**src/hdl/huffman_table_decoder_assert.svh**
```systemverilog
// ----------------------------------------------------------------------------
// Huffman table decoder assertion macros
// Shorthand for the concurrent checks at the end of the top level.
// ----------------------------------------------------------------------------
`ifndef HUFFMAN_TABLE_DECODER_ASSERT_SVH
`define HUFFMAN_TABLE_DECODER_ASSERT_SVH

// The consequent must hold in the same cycle as the antecedent.
`define HUFD_ASSERT_SAME(label, clock, reset, ante, cons) \
  label: assert property (@(posedge clock) disable iff (reset) (ante) |-> (cons)) \
    else $error("huffman_table_decoder: same-cycle check failed");

// The consequent must hold in the cycle after the antecedent.
`define HUFD_ASSERT_NEXT(label, clock, reset, ante, cons) \
  label: assert property (@(posedge clock) disable iff (reset) (ante) |=> (cons)) \
    else $error("huffman_table_decoder: next-cycle check failed");

`endif

```
**src/hdl/hufd_pkg.sv**
```systemverilog
// ----------------------------------------------------------------------------
// Huffman table decoder package
// Sizes, codes and the structs that travel between the top level and cells.
// ----------------------------------------------------------------------------
package hufd_pkg;

  localparam int TABLE_DEPTH  = 128;
  localparam int MAX_CODE_LEN = 9;

  localparam int SYM_W   = 8;
  localparam int CODE_W  = 9;
  localparam int LEN_W   = 4;
  localparam int IDX_W   = 7;
  localparam int COUNT_W = 8;

  localparam int CMP_W     = (MAX_CODE_LEN > CODE_W) ? MAX_CODE_LEN : CODE_W;
  localparam int CNT_W     = $clog2(MAX_CODE_LEN + 1);
  localparam int KEY_LEN_W = (CNT_W > LEN_W) ? CNT_W : LEN_W;
  localparam int LIM_W     = $clog2(TABLE_DEPTH + 1);
  localparam int SEL_W     = (LIM_W > IDX_W) ? LIM_W : IDX_W;

  localparam logic ACT_LOAD   = 1'b0;
  localparam logic ACT_DECODE = 1'b1;

  // Search token that walks down the row of cells.
  typedef struct packed {
    logic             active;
    logic             found;
    logic [SYM_W-1:0] symbol;
  } probe_t;

  // Table entry write into one cell.
  typedef struct packed {
    logic              en;
    logic [SYM_W-1:0]  symbol;
    logic [CODE_W-1:0] code;
    logic [LEN_W-1:0]  length;
  } entry_wr_t;

  // Pending code that every cell compares against.
  typedef struct packed {
    logic [CMP_W-1:0]     bits;
    logic [KEY_LEN_W-1:0] length;
  } key_t;

endpackage

```
**src/hdl/hufd_cell.sv**
```systemverilog
// ----------------------------------------------------------------------------
// Huffman table decoder cell
// Holds one code table entry and passes the search token to its neighbor.
// ----------------------------------------------------------------------------
module hufd_cell (
  input  logic               clk,
  input  logic               rst,
  input  hufd_pkg::entry_wr_t wr,
  input  logic               in_range,
  input  hufd_pkg::key_t     key,
  input  hufd_pkg::probe_t   probe_in,
  output hufd_pkg::probe_t   probe_out
);

  logic [hufd_pkg::SYM_W-1:0]  sym;
  logic [hufd_pkg::CODE_W-1:0] code;
  logic [hufd_pkg::LEN_W-1:0]  len;

  logic [hufd_pkg::CMP_W-1:0]  mask;
  logic [hufd_pkg::CMP_W-1:0]  code_masked;
  logic                        hit;

  logic                        p_active;
  logic                        p_found;
  logic [hufd_pkg::SYM_W-1:0]  p_symbol;

  always_ff @(posedge clk) begin
    if (wr.en) begin
      sym  <= wr.symbol;
      code <= wr.code;
      len  <= wr.length;
    end
  end

  // The pending length is never zero during a search, so a length match
  // also rules out empty entries.
  always_comb begin
    mask        = ~({hufd_pkg::CMP_W{1'b1}} << len);
    code_masked = hufd_pkg::CMP_W'(code) & mask;
    hit = probe_in.active && !probe_in.found && in_range &&
          (hufd_pkg::KEY_LEN_W'(len) == key.length) && (code_masked == key.bits);
  end

  always_ff @(posedge clk) begin
    if (rst) begin
      p_active <= 1'b0;
      p_found  <= 1'b0;
    end else begin
      p_active <= probe_in.active;
      p_found  <= probe_in.found | hit;
    end
  end

  always_ff @(posedge clk) begin
    p_symbol <= hit ? sym : probe_in.symbol;
  end

  assign probe_out = '{active: p_active, found: p_found, symbol: p_symbol};

endmodule
```
**config.mk**
```make
export PLATFORM = sky130hd
export DESIGN_NAME = hufd_cell
export DESIGN_NICKNAME = d
export VERILOG_FILES = /design/src/hdl/huffman_table_decoder_assert.svh /design/src/hdl/hufd_pkg.sv /design/src/hdl/hufd_cell.sv
export SDC_FILE = /design/constraint.sdc
export NUM_CORES = 1
export LEC_CHECK = 0
export ABC_AREA = 1
export BUFFER_PORTS_ARGS = -buffer_cell sky130_fd_sc_hd__buf_2
export CORE_MARGIN = 4
export CORE_UTILIZATION = 47
export CTS_BUF_LIST = sky130_fd_sc_hd__clkbuf_8 sky130_fd_sc_hd__clkbuf_16
export DETAILED_ROUTE_END_ITERATION = 16
export GPL_TIMING_DRIVEN = 0
export PLACE_DENSITY = 0.78
export SLEW_MARGIN = 10
export SYNTH_ARGS = -nofsm -noshare
export SYNTH_HDL_FRONTEND = slang
export SYNTH_SLANG_ARGS = --single-unit
```
**constraint.sdc**
```tcl
create_clock -name clk -period 1.72 [get_ports clk]
set_input_delay 0.344 -clock clk [delete_from_list [all_inputs] [get_ports clk]]
set_output_delay 0.344 -clock clk [all_outputs]
set_load 0.02 [all_outputs]
```
==> impl_metrics.xml <==
<?xml version="1.0" encoding="UTF-8"?>
<metrics>
  <group name="yosys">
    <metric name="mappedNetlistArea" unit="sq um">1420</metric>
    <metric name="syn_area_per_cell" unit="sq um">9.58</metric>
    <metric name="net_count_synth" unit="">196</metric>
    <metric name="synth.ff_latch_count" unit="">31</metric>
    <metric name="synth.yosys.warnings" unit="">0</metric>
    <metric name="synth_seq_area_share" unit="">0.586</metric>
    <metric name="post_synth_num_cell_types" unit="">21</metric>
    <metric name="synth_cells" unit="">148</metric>
  </group>
  <group name="critical_path">
    <metric name="worst_ep_required_time" unit="ps">1950</metric>
    <metric name="cp-start-kind" unit="">flop</metric>
    <metric name="worstReg2RegEnd" unit="">p_symbol[4]</metric>
    <metric name="timing.rr.start" unit="">len[3]</metric>
    <metric name="worst_r2r_path_depth" unit="">11</metric>
    <metric name="worst_path_largest_cell_delay" unit="ps">370</metric>
    <metric name="worstPathMaxFanout" unit="">8</metric>
    <metric name="cpMaxStageDelayCell" unit="">edfxtp_1</metric>
    <metric name="r2r_slack" unit="ps">110</metric>
    <metric name="cp.arrival" unit="ps">1830</metric>
    <metric name="startpoint" unit="">len[3]</metric>
    <metric name="criticalPathCategory" unit="">reg2reg</metric>
    <metric name="worst_setup_path_end_kind" unit="">flop</metric>
    <metric name="sequence_of_cells_on_the_critical_path" unit="">buf_6 -&gt; nor2_4 -&gt; nand2_2 -&gt; nand3b_1 -&gt; nand2_1 -&gt; nor2_2 -&gt; nand2_2 -&gt; nor2_8 -&gt; buf_6 -&gt; nand3_1 -&gt; nand2_1</metric>
  </group>
  <group name="global_routing">
    <metric name="vias_in_the_first_global_route" unit="">1125</metric>
    <metric name="global_route.overflow_total" unit="">0</metric>
    <metric name="antenna_found_initial" unit="">0</metric>
    <metric name="track_usage" unit="">0.157</metric>
    <metric name="grt_first_pass_wirelength" unit="mm">4.67</metric>
    <metric name="grt_max_degree" unit="">22</metric>
  </group>
  <group name="routing">
    <metric name="viasPerCell" unit="">4.67</metric>
    <metric name="wirelength" unit="mm">2.88</metric>
    <metric name="detail_route.wl_per_cell" unit="um">11.7</metric>
    <metric name="first_pass_iters" unit="">4</metric>
    <metric name="vias_post_dr" unit="">1154</metric>
    <metric name="postRouteAntennaNets" unit="">0</metric>
    <metric name="drc" unit="">0</metric>
    <metric name="drt-initial-drc-count" unit="">61</metric>
  </group>
  <group name="sta">
    <metric name="finClkSkew" unit="ps">4.29</metric>
    <metric name="final_max_slew_viol_count" unit="">0</metric>
    <metric name="worst_slew_margin_rel" unit="">0.701</metric>
    <metric name="min_period" unit="ps">1610</metric>
    <metric name="setup_viol_count_final" unit="">0</metric>
    <metric name="tightest_slew" unit="ps">448</metric>
    <metric name="unrepaired_setup_endpoints_after_global_routing" unit="">true</metric>
    <metric name="post-route-period-util" unit="">0.934</metric>
    <metric name="hold_violations" unit="">0</metric>
    <metric name="max_freq" unit="GHz">0.623</metric>
  </group>
  <group name="die">
    <metric name="floorplan.die_area" unit="sq um">3960</metric>
    <metric name="initial_core_util" unit="">0.501</metric>
    <metric name="core_area" unit="sq um">2830</metric>
    <metric name="chipWidth" unit="um">62.9</metric>
    <metric name="top_level_ports" unit="">58</metric>
    <metric name="floorplan.die.height" unit="um">62.9</metric>
    <metric name="placement_rows" unit="">19</metric>
  </group>
  <group name="layout">
    <metric name="final_layout_size_suffix_gt1_frac" unit="">0.435</metric>
    <metric name="finish.cell_count_without_fillers" unit="">247</metric>
    <metric name="finalInstanceArea" unit="sq um">1900</metric>
    <metric name="antennaDiodeCount" unit="">0</metric>
    <metric name="layout-area-overhead-vs-synth" unit="%">34.0</metric>
    <metric name="nFillCells" unit="">234</metric>
    <metric name="most_frequent_standard_cell_in_the_layout_excluding_fill_and_tap_cells" unit="">buf_2</metric>
    <metric name="mostFrequentLayoutCells" unit="">57 x buf_2, 51 x nand2_1, 21 x edfxtp_1</metric>
    <metric name="multiInputGateArea" unit="sq um">512</metric>
    <metric name="final_nets" unit="">263</metric>
    <metric name="area_taken_by_flip_flops_and_latches" unit="sq um">831</metric>
  </group>
  <group name="place">
    <metric name="numPlacedInstances" unit="">236</metric>
    <metric name="gpl.final_weighted_congestion" unit="">0.776</metric>
    <metric name="io_buffers" unit="">57</metric>
    <metric name="hpwl" unit="mm">2.27</metric>
    <metric name="place_area" unit="sq um">1740</metric>
  </group>
  <group name="clocking">
    <metric name="numCtsBuffers" unit="">5</metric>
    <metric name="clk_pin_slew" unit="ps">60</metric>
    <metric name="hold_buffers" unit="">0</metric>
    <metric name="cts_tree" unit="">built</metric>
    <metric name="htree_levels" unit="">2</metric>
    <metric name="clock-sinks" unit="">31</metric>
    <metric name="clock_tree.root_cell" unit="">clkbuf_8</metric>
    <metric name="clock_path_buffers" unit="">2</metric>
    <metric name="clk_latency_worst_skew_pair" unit="ps">280</metric>
  </group>
  <group name="power">
    <metric name="power.share.sequential" unit="">0.494</metric>
    <metric name="p_comb_frac" unit="">0.132</metric>
    <metric name="power.share.switching" unit="">0.231</metric>
    <metric name="cellLeakagePower" unit="nW">0.978</metric>
    <metric name="power-per-cell-area" unit="nW/um^2">934</metric>
    <metric name="power.switching" unit="W">0.000409</metric>
    <metric name="p_int" unit="W">0.00136</metric>
    <metric name="max-vdd-ir-drop" unit="mV">0.745</metric>
    <metric name="clock_power_share" unit="">0.374</metric>
  </group>
  <group name="worst_hold_path">
    <metric name="hold_path.class" unit="">in2reg</metric>
    <metric name="endpoint_of_the_worst_hold_timing_path" unit="">code[5]</metric>
    <metric name="worstHoldStart" unit="">wr[9]</metric>
    <metric name="hold-path-cell-count" unit="">1</metric>
  </group>
  <group name="status">
    <metric name="status" unit="">completed</metric>
  </group>
  <group name="run">
    <metric name="max_cap_viol_count" unit="">0</metric>
  </group>
</metrics>
==> cell families after synthesis <==
| family | count (synthesis) | synth area share |
|---|---|---|
| simple gates | 90 | 0.312 |
| flops | 31 | 0.586 |
| buf+inv | 21 | 0.0662 |
| compound gates | 6 | 0.0362 |
==> area by class of cell <==
type                            count  area share
Tap cell                           31      0.0204
Clock inverter                      1     0.00264
Sequential cell                    31       0.437
Inverter                           18      0.0356
Multi-Input combinational cell     96       0.269
Clock buffer                        7      0.0567
Timing Repair Buffer               60       0.164
Buffer                              3      0.0138
==> cell usage after synthesis <==
cell type / number / area, sq um
nand2_2: 4 / 25.0
nor2_1: 6 / 22.5
nand2_4: 2 / 22.5
o21ai_1: 1 / 5.00
edfxtp_1: 21 / 631
buf_4: 2 / 15.0
a21oi_4: 1 / 16.3
inv_2: 4 / 15.0
a21oi_1: 1 / 5.00
inv_1: 14 / 52.6
buf_6: 1 / 11.3
o21ai_2: 2 / 17.5
dfxtp_1: 10 / 200
nor2_4: 1 / 11.3
nor2_2: 4 / 25.0
nand3_1: 15 / 75.1
nor2_8: 2 / 40.0
nand4_1: 1 / 6.26
nand3b_1: 2 / 15.0
nand2_1: 53 / 199
o21a_1: 1 / 7.51
==> metrics by stage <==
stage	util	hold slack, ps	total power (W)	TNS (ps)	setup WS, ps
global route	0.671	217	0.00187	-67.0	-24.3
CTS	0.655	223	0.00179	0	95.2
finish	0.671	237	0.00177	0	114
floorplan	-	404	0.00102	0	302
global placement	0.616	458	0.00111	0	151
detailed placement	0.616	455	0.00112	0	101
==> worst max-delay path, delay by kind of cell, from the launching register on <==
| kind | cells | cell delay (ps) |
|---|---|---|
| and+or+nand+nor | 9 | 880 |
| buffers and inverters | 2 | 290 |
| DFF | 1 | 370 |
==> power groups by stage <==
stage / clock, W / sequential (W) / combinational [W]
2_1_floorplan: 0 / 0.000900 / 0.000120
3_3_place_gp: 0 / 0.000889 / 0.000219
3_5_place_dp: 0 / 0.000892 / 0.000228
4_1_cts: 0.000685 / 0.000876 / 0.000229
5_1_grt: 0.000727 / 0.000882 / 0.000261
6_report: 0.000663 / 0.000877 / 0.000234
==> flip-flops by register name (all words and copies together) (netlist names) <==
register,cells
code,9
p_active,1
sym,8
p_symbol,8
len,4
p_found,1
==> repair_timing <==
item / in CTS / in global routing
resized for setup: 0 / 5
hold endpoints to repair: 0 / 0
setup endpoints to repair: 0 / 8
setup buffers: 0 / 3
==> per-layer routing <==
layer / wire (um) / up-vias / GRT usage
met2: 1440 / 41 / 0.260
li1: - / 603 / -
met5: 0 / - / 0
met1: 1110 / 503 / 0.164
met3: 255 / 7 / 0.0737
met4: 70 / 0 / 0.0826
==> how the worst max path moves through the flow <==
stage             endpoint
2_1_floorplan  p_symbol[0]
3_3_place_gp   p_symbol[5]
3_5_place_dp   p_symbol[4]
4_1_cts        p_symbol[4]
5_1_grt        p_symbol[7]
6_report       p_symbol[4]
(Power assumes the default switching activity.)
